**src/hw/rtl/lttd_pkg.sv**
```systemverilog
// Shared types, codes and a helper function of the line-table delta decoder.
`timescale 1ns / 1ps

package lttd_pkg;

   // Configuration register indexes.
   localparam logic [1:0] CSR_QUERY_ADDRESS = 2'd0;
   localparam logic [1:0] CSR_BASE_ADDRESS  = 2'd1;
   localparam logic [1:0] CSR_ENTRY_COUNT   = 2'd2;

   // Each ULEB128 byte carries seven payload bits.
   localparam logic [5:0] SHIFT_STEP = 6'd7;
   // Shift of the tenth byte of a value; a value always ends there.
   localparam logic [5:0] SHIFT_LAST = 6'd63;

   typedef enum logic [1:0] {
      ST_HIT      = 2'd0,
      ST_NO_ENTRY = 2'd1,
      ST_BAD_LINE = 2'd2,
      ST_BAD_FILE = 2'd3
   } status_type;

   typedef enum logic [1:0] {
      FLD_ADDR = 2'd0,
      FLD_FILE = 2'd1,
      FLD_LINE = 2'd2
   } field_type;

   typedef struct packed {
      logic [63:0] query_address;
      logic [63:0] base_address;
      logic [31:0] entry_count;
   } cfg_type;

   typedef struct packed {
      logic [1:0]  status;
      logic [31:0] file_index;
      logic [31:0] line_number;
   } result_type;

   // Zigzag decode: even codes are non-negative, odd codes negative.
   function automatic logic [63:0] zigzag_decode(input logic [63:0] code);
      return {1'b0, code[63:1]} ^ {64{code[0]}};
   endfunction

endpackage

```
**src/hw/rtl/lttd_csr.sv**
```systemverilog
// Configuration registers of the line-table delta decoder.
`timescale 1ns / 1ps

module lttd_csr (
   input  logic                  clock,
   input  logic                  reset,
   input  logic                  csr_write,
   input  logic [1:0]            csr_index,
   input  logic [63:0]           csr_wdata,
   output lttd_pkg::cfg_type     cfg
);

   lttd_pkg::cfg_type cfg_ff;
   lttd_pkg::cfg_type cfg_in;

   always_comb begin
      cfg_in = cfg_ff;
      if (csr_write) begin
         case (csr_index)
            lttd_pkg::CSR_QUERY_ADDRESS: cfg_in.query_address = csr_wdata;
            lttd_pkg::CSR_BASE_ADDRESS:  cfg_in.base_address  = csr_wdata;
            lttd_pkg::CSR_ENTRY_COUNT:   cfg_in.entry_count   = csr_wdata[31:0];
            default:                     cfg_in = cfg_ff;
         endcase
      end
   end

   always_ff @(posedge clock) begin
      if (reset) begin
         cfg_ff <= '0;
      end else begin
         cfg_ff <= cfg_in;
      end
   end

   assign cfg = cfg_ff;

endmodule

```
**src/hw/rtl/lttd_decode.sv**
```systemverilog
// Byte decoder: ULEB128 gathering, delta accumulation, entry judging and result.
`timescale 1ns / 1ps

module lttd_decode (
   input  logic                     clock,
   input  logic                     reset,
   input  logic                     step,
   input  logic [7:0]               stream_byte,
   input  logic                     first_byte,
   input  logic                     last_byte,
   input  lttd_pkg::cfg_type        cfg,
   output logic                     emit,
   output lttd_pkg::result_type     result
);

   logic [63:0]         cur_addr_ff, cur_addr_in;
   logic [63:0]         file_acc_ff, file_acc_in;
   logic [63:0]         line_acc_ff, line_acc_in;
   logic [63:0]         kept_file_ff, kept_file_in;
   logic [63:0]         kept_line_ff, kept_line_in;
   logic                found_ff, found_in;
   logic [63:0]         partial_ff, partial_in;
   logic [5:0]          shift_ff, shift_in;
   lttd_pkg::field_type pos_ff, pos_in;
   logic [31:0]         seen_ff, seen_in;
   logic                finished_ff, finished_in;

   // State as seen after an optional first-byte clear.
   logic [63:0]         cur_addr_s, file_acc_s, line_acc_s, kept_file_s, kept_line_s;
   logic [63:0]         partial_s;
   logic [5:0]          shift_s;
   lttd_pkg::field_type pos_s;
   logic [31:0]         seen_s;
   logic                found_s, finished_s;

   logic [63:0] gathered;
   logic [63:0] zz_value;
   logic        value_done;
   logic        apply_en;
   logic        judge_en;
   logic [31:0] seen_next;
   logic        stop;

   always_comb begin
      if (first_byte) begin
         cur_addr_s  = cfg.base_address;
         file_acc_s  = '0;
         line_acc_s  = '0;
         kept_file_s = '1;
         kept_line_s = '0;
         found_s     = 1'b0;
         partial_s   = '0;
         shift_s     = '0;
         pos_s       = lttd_pkg::FLD_ADDR;
         seen_s      = '0;
         finished_s  = 1'b0;
      end else begin
         cur_addr_s  = cur_addr_ff;
         file_acc_s  = file_acc_ff;
         line_acc_s  = line_acc_ff;
         kept_file_s = kept_file_ff;
         kept_line_s = kept_line_ff;
         found_s     = found_ff;
         partial_s   = partial_ff;
         shift_s     = shift_ff;
         pos_s       = pos_ff;
         seen_s      = seen_ff;
         finished_s  = finished_ff;
      end
   end

   assign gathered   = partial_s | ({57'd0, stream_byte[6:0]} << shift_s);
   assign zz_value   = lttd_pkg::zigzag_decode(gathered);
   assign value_done = !stream_byte[7] || (shift_s == lttd_pkg::SHIFT_LAST);
   // A cut stream folds the partial value into its field and judges the entry at once.
   assign apply_en   = value_done || last_byte;
   assign judge_en   = (value_done && pos_s == lttd_pkg::FLD_LINE) || last_byte;
   assign seen_next  = seen_s + 32'd1;

   always_comb begin
      cur_addr_in  = cur_addr_s;
      file_acc_in  = file_acc_s;
      line_acc_in  = line_acc_s;
      kept_file_in = kept_file_s;
      kept_line_in = kept_line_s;
      found_in     = found_s;
      partial_in   = partial_s;
      shift_in     = shift_s;
      pos_in       = pos_s;
      seen_in      = seen_s;
      finished_in  = finished_s;
      stop         = 1'b0;
      emit         = 1'b0;

      if (finished_s) begin
         emit = 1'b0;
      end else if (seen_s >= cfg.entry_count) begin
         emit        = 1'b1;
         finished_in = 1'b1;
      end else begin
         if (apply_en) begin
            case (pos_s)
               lttd_pkg::FLD_ADDR: cur_addr_in = cur_addr_s + gathered;
               lttd_pkg::FLD_FILE: file_acc_in = file_acc_s + zz_value;
               lttd_pkg::FLD_LINE: line_acc_in = line_acc_s + zz_value;
               default:            cur_addr_in = cur_addr_s;
            endcase
         end

         if (value_done) begin
            partial_in = '0;
            shift_in   = '0;
            case (pos_s)
               lttd_pkg::FLD_ADDR: pos_in = lttd_pkg::FLD_FILE;
               lttd_pkg::FLD_FILE: pos_in = lttd_pkg::FLD_LINE;
               default:            pos_in = lttd_pkg::FLD_ADDR;
            endcase
         end else begin
            partial_in = gathered;
            shift_in   = shift_s + lttd_pkg::SHIFT_STEP;
         end

         if (judge_en) begin
            if (cur_addr_in > cfg.query_address) begin
               stop = 1'b1;
            end else begin
               kept_file_in = file_acc_in;
               kept_line_in = line_acc_in;
               found_in     = 1'b1;
               seen_in      = seen_next;
               stop         = (seen_next >= cfg.entry_count);
            end
            if (last_byte) begin
               partial_in = '0;
               shift_in   = '0;
               pos_in     = lttd_pkg::FLD_ADDR;
            end
         end

         emit        = judge_en && (stop || last_byte);
         finished_in = emit;
      end
   end

   // The result reflects the best entry as it stands after this byte.
   always_comb begin
      result = '0;
      if (!found_in) begin
         result.status = lttd_pkg::ST_NO_ENTRY;
      end else if (kept_line_in[63] || kept_line_in == 64'd0) begin
         result.status = lttd_pkg::ST_BAD_LINE;
      end else if (kept_file_in[63]) begin
         result.status = lttd_pkg::ST_BAD_FILE;
      end else begin
         result.status      = lttd_pkg::ST_HIT;
         result.file_index  = kept_file_in[31:0];
         result.line_number = kept_line_in[31:0];
      end
   end

   always_ff @(posedge clock) begin
      if (reset) begin
         cur_addr_ff  <= '0;
         file_acc_ff  <= '0;
         line_acc_ff  <= '0;
         kept_file_ff <= '1;
         kept_line_ff <= '0;
         found_ff     <= 1'b0;
         partial_ff   <= '0;
         shift_ff     <= '0;
         pos_ff       <= lttd_pkg::FLD_ADDR;
         seen_ff      <= '0;
         finished_ff  <= 1'b0;
      end else if (step) begin
         cur_addr_ff  <= cur_addr_in;
         file_acc_ff  <= file_acc_in;
         line_acc_ff  <= line_acc_in;
         kept_file_ff <= kept_file_in;
         kept_line_ff <= kept_line_in;
         found_ff     <= found_in;
         partial_ff   <= partial_in;
         shift_ff     <= shift_in;
         pos_ff       <= pos_in;
         seen_ff      <= seen_in;
         finished_ff  <= finished_in;
      end
   end

endmodule

```
**src/hw/rtl/line_table_delta_decoder_core.sv**
```systemverilog
// Top level of the line-table delta decoder: request and response registers.
`timescale 1ns / 1ps

// Decodes a line-table stream at one byte per cycle unless stalled: every
// request is one stream byte and requests may arrive back to back. An
// accepted byte sits in the request register and is decoded when the decoder
// steps, which updates the entry state and, when decoding stops, loads the
// single response into the response register, from which it is presented.
// Requests stall only while a byte is held and a response waits in the
// response register under rsp_stall. The cycle time is
// set by the per-byte decode step (a variable shift and a 64-bit add followed
// by a 64-bit compare against the query address). Configuration is to be
// written only while no table is being decoded; the block does not enforce it.
module line_table_delta_decoder_core (
   input  logic        clock,
   input  logic        reset,

   input  logic        req_valid,
   output logic        req_stall,
   input  logic [7:0]  req_stream_byte,
   input  logic        req_first_byte,
   input  logic        req_last_byte,

   output logic        rsp_valid,
   input  logic        rsp_stall,
   output logic [1:0]  rsp_status,
   output logic [31:0] rsp_file_index,
   output logic [31:0] rsp_line_number,

   input  logic        csr_write,
   input  logic [1:0]  csr_index,
   input  logic [63:0] csr_wdata
);

   lttd_pkg::cfg_type    cfg;
   lttd_pkg::result_type dec_result;
   logic                 dec_emit;

   logic       in_valid_ff, in_valid_in;
   logic [7:0] in_byte_ff;
   logic       in_first_ff;
   logic       in_last_ff;

   logic                 out_valid_ff, out_valid_in;
   lttd_pkg::result_type out_result_ff;

   logic advance;
   logic step;
   logic accept;

   lttd_csr u_csr (
      .clock     (clock),
      .reset     (reset),
      .csr_write (csr_write),
      .csr_index (csr_index),
      .csr_wdata (csr_wdata),
      .cfg       (cfg)
   );

   lttd_decode u_decode (
      .clock       (clock),
      .reset       (reset),
      .step        (step),
      .stream_byte (in_byte_ff),
      .first_byte  (in_first_ff),
      .last_byte   (in_last_ff),
      .cfg         (cfg),
      .emit        (dec_emit),
      .result      (dec_result)
   );

   // The held byte moves on whenever the response register is free or being drained.
   assign advance   = !out_valid_ff || !rsp_stall;
   assign step      = in_valid_ff && advance;
   assign req_stall = in_valid_ff && !advance;
   assign accept    = req_valid && !req_stall;

   always_comb begin
      in_valid_in = in_valid_ff;
      if (accept) begin
         in_valid_in = 1'b1;
      end else if (step) begin
         in_valid_in = 1'b0;
      end
   end

   always_comb begin
      out_valid_in = out_valid_ff;
      if (step && dec_emit) begin
         out_valid_in = 1'b1;
      end else if (!rsp_stall) begin
         out_valid_in = 1'b0;
      end
   end

   always_ff @(posedge clock) begin
      if (reset) begin
         in_valid_ff  <= 1'b0;
         out_valid_ff <= 1'b0;
      end else begin
         in_valid_ff  <= in_valid_in;
         out_valid_ff <= out_valid_in;
      end
   end

   always_ff @(posedge clock) begin
      if (accept) begin
         in_byte_ff  <= req_stream_byte;
         in_first_ff <= req_first_byte;
         in_last_ff  <= req_last_byte;
      end
      if (step && dec_emit) begin
         out_result_ff <= dec_result;
      end
   end

   assign rsp_valid       = out_valid_ff;
   assign rsp_status      = out_result_ff.status;
   assign rsp_file_index  = out_result_ff.file_index;
   assign rsp_line_number = out_result_ff.line_number;

   // A response produced by the decoder must land in the response register.
   assert property (@(posedge clock) disable iff (reset)
      step && dec_emit |=> out_valid_ff)
      else $error("decoder response was dropped");

   // An accepted request must be held for the decoder.
   assert property (@(posedge clock) disable iff (reset)
      accept |=> in_valid_ff)
      else $error("accepted request was lost");

   // The decoder only steps while the response register can take a result.
   assert property (@(posedge clock) disable iff (reset)
      step |-> !(out_valid_ff && rsp_stall))
      else $error("decoder stepped into a stalled response register");

endmodule
```
**config.mk**
```make
export PLATFORM = sky130hd
export DESIGN_NAME = line_table_delta_decoder_core
export DESIGN_NICKNAME = d
export VERILOG_FILES = /design/src/hw/rtl/lttd_pkg.sv /design/src/hw/rtl/lttd_csr.sv /design/src/hw/rtl/lttd_decode.sv /design/src/hw/rtl/line_table_delta_decoder_core.sv
export SDC_FILE = /design/constraint.sdc
export NUM_CORES = 2
export LEC_CHECK = 0
export BUFFER_PORTS_ARGS = -buffer_cell sky130_fd_sc_hd__buf_2
export CORE_ASPECT_RATIO = 0.8
export CORE_MARGIN = 2
export CORE_UTILIZATION = 35
export DETAILED_ROUTE_END_ITERATION = 8
export PLACE_DENSITY_LB_ADDON = 0.3
export SYNTH_ARGS = -nofsm -noshare
export SYNTH_HDL_FRONTEND = slang
export SYNTH_SLANG_ARGS = --single-unit
```
**constraint.sdc**
```tcl
create_clock -name clock -period 15.19 [get_ports clock]
set_input_delay 1.519 -clock clock [delete_from_list [all_inputs] [get_ports clock]]
set_output_delay 1.519 -clock clock [all_outputs]
set_load 0.005 [all_outputs]
```
### After elaboration in Yosys (flattened, before gate mapping)

Cells that the tools add are included.

* add/subtract/negate cells: 5
* multipliers: 0
* div/mod/pow operators: 0
* magnitude comparators: 3
* equal/unequal tests: 6
* shift-type cells: 1
* multiplexer cells: 70
* bitwise logic cells: 3
* reductions and logical operators: 25

Operators by type and width (number)
* $mux 64: 33
* $add 64x64->64: 3
* $mux 32: 5
* $ge 32x32->1: 2
* $gt 64x64->1: 1
* $logic_not 64->1: 1
* $or 64x64->64: 1
* $shl 7x6->64: 1
* $xor 63x64->64: 1
* $mux 6: 6
* $add 32x1->32 const B: 1
* $mux 1: 17
* $mux 2: 8
* $add 6x3->6 const B: 1
* $eq 6x6->1 const B: 1
* $logic_and 1x1->1: 6
* $logic_or 1x1->1: 6
* $reduce_and 2->1: 3
* $logic_not 1->1: 5
* $eq 2x1->1 const B: 2
* $eq 2x2->1 const B: 2
* $logic_not 2->1: 2
* $pmux 2 s2: 1
* $reduce_or 3->1: 1
* 3 further kinds: 3

* bits in registers: 664
* latch bits: 0
* RAM bits: 0
* memory bits (read-only): 0
* input port bits: 81
* output and inout port bits: 68
* logic and storage cells: 135
* memories: 0

### Depth between registers and ports, before layout

* depth in word-level cells: 19
* mapped depth: 44
* mapped depth without buffers: 36

### Modules after synthesis

From an unflattened synthesis, not the netlist that was laid out.

* cell total of the unflattened synthesis: 5921
* area, all modules: 45762.6 µm²

Modules (own cells, without submodules)
* lttd_decode: times used 1, cells an instance 5241, area each 36937.9 µm², sequential area each 7907.6 µm²
* lttd_csr: times used 1, cells an instance 592, area each 6448.7 µm², sequential area each 3203.1 µm²
* line_table_delta_decoder_core: times used 1, cells an instance 88, area each 2376.0 µm², sequential area each 2322.2 µm²

### Worst setup path after synthesis

Ideal clock, no wire load.

* kind: reg-to-reg
* start point: register in_first_ff
* end point: register out_result_ff, in the netlist rsp_file_index[0], enable pin
* setup time: 0.490 ns
* data arrival time: 10.990 ns
* required time: 14.700 ns
* path slack: 3.710 ns
* cell stages (with the launch flop): 36
* buffers on the path: 8
* period minus slack after synthesis: 11.480 ns
* cell sequence: edfxtp_1 > clkbuf_1 > clkbuf_1 > clkbuf_1 > clkbuf_1 > clkbuf_1 > clkbuf_1 > buf_1 > clkbuf_1 > mux2i_1 > inv_1 > ha_1 > a21o_1 > a21o_1 > a211o_1 > a2111oi_0 > a21oi_1 > a211oi_1 > nor3_1 > a221oi_1 > o21ai_0 > a21oi_1 > o21bai_1 > mux2i_1 > a21oi_1 > ha_1 > nand3_1 > nor4_1 > nand4_1 > nor2_1 > a21oi_1 > a21boi_4 > a2111oi_0 > a21oi_1 > o21ai_0 > nor2_1

* word-level cells in the longest chain between the ends: 18
* elaborated cells on any way between the ends: 33
* classes of those cells: add/sub (2); order compare (3); eq/ne (2); shift (1); mux (16); bitwise (1); reduce/logical (8)

Ends and longest elaborated chain
* start, declared: line line_table_delta_decoder_core.sv:41 `logic in_first_ff;`
* start signal, assigned: line line_table_delta_decoder_core.sv:109 `in_first_ff <= req_first_byte;`
* $mux 6: line lttd_decode.sv:45 `if (first_byte) begin`
* $shl 7x6->64: line lttd_decode.sv:72 `assign gathered = partial_s | ({57'd0, stream_byte[6:0]} << shift_s);`
* $or 64x64->64: line lttd_decode.sv:72
* $add 64x64->64: line lttd_decode.sv:103 `lttd_pkg::FLD_ADDR: cur_addr_in = cur_addr_s + gathered;`
* $mux 64: line lttd_decode.sv:102 `case (pos_s)`
* $mux 64: line lttd_decode.sv:101 `if (apply_en) begin`
* $mux 64: line lttd_decode.sv:97 `end else if (seen_s >= cfg.entry_count) begin`
* $mux 64: line lttd_decode.sv:95 `if (finished_s) begin`
* (+2 left out)
* $mux 1: line lttd_decode.sv:123 `if (judge_en) begin`
* $mux 1: line lttd_decode.sv:97
* $mux 1: line lttd_decode.sv:95
* $logic_or 1x1->1: line lttd_decode.sv:140 `emit = judge_en && (stop || last_byte);`
* $logic_and 1x1->1: line lttd_decode.sv:140
* $mux 1: line lttd_decode.sv:97
* $mux 1 *: line lttd_decode.sv:95
* $logic_and 1x1->1 *: line line_table_delta_decoder_core.sv:112 `if (step && dec_emit) begin`
* end signal, assigned: line line_table_delta_decoder_core.sv:113 `out_result_ff <= dec_result;`
* end, declared: line line_table_delta_decoder_core.sv:45 `lttd_pkg::result_type out_result_ff;`

Mark *: on every way between the ends. The rest lies on a longest branch, timed or not. The select of a mux whose other input is x is not followed.
A chain may end at the register's enable or synchronous reset.

### Worst setup path in the final report

* start point: register in_first_ff
* end point: register out_result_ff, in the netlist rsp_line_number[14] (data pin)

* word-level cells in the longest chain between the ends: 16
* elaborated cells on any way between the ends: 51
* classes of those cells: add/sub (3); order compare (2); eq/ne (3); shift (1); mux (31); bitwise (3); reduce/logical (8)

Ends and longest elaborated chain
* $mux 6: line lttd_decode.sv:45
* $shl 7x6->64: line lttd_decode.sv:72
* $or 64x64->64: line lttd_decode.sv:72
* $add 64x64->64: line lttd_decode.sv:103
* $mux 64: line lttd_decode.sv:102
* $mux 64: line lttd_decode.sv:101
* $mux 64: line lttd_decode.sv:97
* $mux 64: line lttd_decode.sv:95
* $gt 64x64->1: line lttd_decode.sv:124 `if (cur_addr_in > cfg.query_address) begin`
* $mux 64: line lttd_decode.sv:124
* $mux 64: line lttd_decode.sv:123
* $mux 64: line lttd_decode.sv:97
* $mux 64: line lttd_decode.sv:95
* $logic_not 64->1: line lttd_decode.sv:150 `end else if (kept_line_in[63] || kept_line_in == 64'd0) begin`
* $logic_or 1x1->1: line lttd_decode.sv:150
* $reduce_or 3->1 (no line)

Several ways; a longest one is shown, not always the timed one. The select of a mux whose other input is x is not followed.

==> impl_metrics.tcl <==
set metrics [dict create \
    syn_to_final_growth_pct 10.75 \
    slowest_delay_ns 0.75 \
    cts_resized 0 \
    viasPerCell 5.822 \
    fill_cells 12920 \
    synth_flop_cell "dfxtp_1" \
    synth.cell_area_um2 44410 \
    yosys.area.top_type "dfxtp_1" \
    synth_fp_nets 6277 \
    drv_slew 0 \
    antenna_found_initial 8 \
    synth_edf_count 76 \
    synth.distinct_cells 86 \
    drt_iter0_markers 4672 \
    drt_first_pass_iters 6 \
    coreArea_um2 125500 \
    cp.arrival_ns 13.26 \
    grt_start_max_net_pins 186 \
    power.share.switching 0.3271 \
    syn_inst 5875 \
    cts_hold_buf 0 \
    cts-root-buf "clkbuf_16" \
    worstMarginPinSlew_ns 1.213 \
    pwr-share-seq 0.378 \
    skew_ns 0.04697 \
    finalWirelength_um 166000 \
    hold_viol 0 \
    path_max_fanout 63 \
    cpMostUsedCell "a21oi_1" \
    period_share 0.8481 \
    status "finished clean" \
    path_class "register to register" \
    rsz0062_at_grt "no" \
    layout_min_cycle_time_ns 12.88 \
    die_area_um2 129800 \
    dp_hpwl_um 122100 \
    dp_slack_ns 2.432 \
    fmax_mhz 77.63 \
    nets 6200 \
    power_switching_mw 1.535 \
    maxSlewHeadroom 0.1882 \
    drv_cap 0 \
    cts_max_level 3 \
    clock_path_buffers 3 \
    intPower_mw 3.158 \
    die_w_um 402.3 \
    start_util 0.3537 \
    port_buffers 148 \
    grt_usage 0.2474 \
    overflow 0 \
    tns_ns 0 \
    die_h_um 322.6 \
    clk_latency_ns 0.69 \
    path_clk_slew_ns 0.06 \
    clock-sinks 633 \
    powerDensity_nw_per_um2 95.41 \
    hold_path_class "register to register" \
    ir_drop_mv 0.07668 \
    pwr-share-comb 0.200 \
    first_global_vias 39580 \
    ys_ff_latch 633 \
    wl_per_cell_um 22.11 \
    crit_slowest_cell "a21boi_0" \
    gp_congestion 0.9353 \
    rows 116 \
    yosysTopAreaCellShare 0.2511 \
    grt_pass1_wl_um 250000 \
    drc 0 \
    synth-seq-area-share 0.3025 \
    yosysWarnings 0 \
    ioPinCount 149 \
    finalSetupViolCount 0 \
    end_kind "register" \
    worst_slack_ns 2.308 \
    p_clk_frac 0.422 \
    num_vias 43720 \
    yosys-top-cells-area "dfxtp_1, ha_1, a21oi_1" \
    cts_made_buffers 75 \
    post_cts_buffers 0 \
    antenna_left 0 \
    cp_data_required_time_ns 15.57 \
    p_leak_nw 19.70 \
    cts_tree "built" \
    layout-drive-gt1-share 0.07939 \
    start_kind "register" \
    async_flop_share 0 \
    syn_avg_cell_area_um2 7.559 \
    holdWs_ns 0.4490 \
]
[cells in the mapped netlist (145+ instances only)]
library cell and count:
nand2_1 773, a21oi_1 664, nor2_1 644, dfxtp_1 557, clkbuf_1 318, ha_1 318, o21ai_0 245, inv_1 212
a22oi_1 209, nor2b_1 196, xnor2_1 180, a21o_1 146, nor3_1 145
[placed cells by master (no fill, tap or decap), drive strengths merged, types with 16 or more instances in the layout]
cell     count
nor2b      196
nor3       145
mux2i       66
nor4        30
and2        23
ha         318
nor2       644
o2bb2ai     23
a21o       146
a31oi       56
inv        219
a22o        16
nand4       77
dfxtp      557
mux2        50
nand3       82
o22ai       41
o31ai       28
o21ai      248
a21oi      664
edfxtp      76
a21boi      20
buf        225
xor2        76
and3        65
nand2b      31
clkinv      21
a22oi      209
or3         24
o21a        31
a211oi      57
xnor2      180
a2111oi     16
o21bai      34
clkbuf      98
nand2      773
o211ai      63
[cell type report]
| class | instances | area [µm²] | area share |
|---|---|---|---|
| Clock inverter | 38 | 585.6 | 0.01191 |
| Clock buffer | 98 | 2074 | 0.04218 |
| Sequential cell | 633 | 13430 | 0.2731 |
| Timing Repair Buffer | 225 | 1341 | 0.02727 |
| Antenna cell | 1 | 2.502 | 0.00005088 |
| Multi-Input combinational cell | 4649 | 28880 | 0.5871 |
| Inverter | 214 | 803.3 | 0.01633 |
| Tap cell | 1652 | 2067 | 0.04202 |
[path summary, 6_finish.rpt]
kind / cells after the start / start / slack, ns / end
setup reg to reg: 35 / in_first_ff / 2.31 / rsp_line_number[14]
hold / removal: 2 / u_decode.kept_line_ff[51] / 0.45 / u_decode.kept_line_ff[51]
hold reg to reg: 2 / u_decode.kept_line_ff[51] / 0.45 / u_decode.kept_line_ff[51]
setup / recovery: 35 / in_first_ff / 2.31 / rsp_line_number[14]
[kinds of logic (layout without fill, tap and decap cells)]
family	Yosys count	after routing	share of synthesized area
other	0	1	0
buffers and inverters	593	575	0.05111
AO/OA/AOI/OAI	1797	1797	0.2571
adder cells (fa/ha/maj)	321	321	0.09094
XOR/XNOR	256	256	0.05049
flip-flops	633	633	0.3025
multiplexers	116	116	0.02755
AND/OR/NAND/NOR	2159	2159	0.2203
[per-layer routing]
metal / up-vias / wire [µm] / track usage
met5: - / 0 / 0
li1: 20870 / - / -
met1: 20870 / 79280 / 0.3672
met4: 0 / 3695 / 0.05714
met2: 1789 / 67810 / 0.3595
met3: 196 / 15260 / 0.05429
[power by group through the flow]
| stage | clock network [mW] | logic [mW] | registers (mW) |
|---|---|---|---|
| finish | 1.98 | 0.936 | 1.77 |
| global route | 2.07 | 1.01 | 1.78 |
| CTS | 2.02 | 0.921 | 1.77 |
| detailed placement | 0 | 0.916 | 1.81 |
| global placement | 0 | 0.909 | 1.81 |
| floorplan | 0 | 0.610 | 1.80 |
[worst max-delay path: cells and delay by family (launching register included)]
kind | cells | cell delay [ns]
AO/OA/AOI/OAI | 19 | 6.62
multiplexers | 1 | 0.17
buffers and inverters | 3 | 1.04
flip-flops | 1 | 0.43
AND/OR/NAND/NOR | 10 | 3.63
adder cells (fa/ha/maj) | 2 | 0.65
[state kept, by name, indices dropped and copies added, names as in the netlist, 2 cells and up]
name,cells
in_byte_ff,8
rsp_status,2
rsp_line_number,32
u_decode.partial_ff,64
u_decode.cur_addr_ff,64
rsp_file_index,32
u_decode.file_acc_ff,64
u_decode.kept_file_ff,33
u_csr.cfg,160
u_decode.kept_line_ff,64
u_decode.seen_ff,32
u_decode.line_acc_ff,64
u_decode.pos_ff,2
u_decode.shift_ff,6
[per-stage QoR]
stage                     cell area (µm²)  total power [mW]  std cells    util
after global routing                49190             4.864       7510  0.3918
after CTS                           49180             4.711       7509  0.3918
final                               49190             4.693       7510  0.3918
after global placement              46520             2.719       7373  0.3706
after detailed placement            46520             2.727       7373  0.3706
after floorplan                     44410             2.411       5875       -
Note: power is estimated with default switching activity, not from simulation.
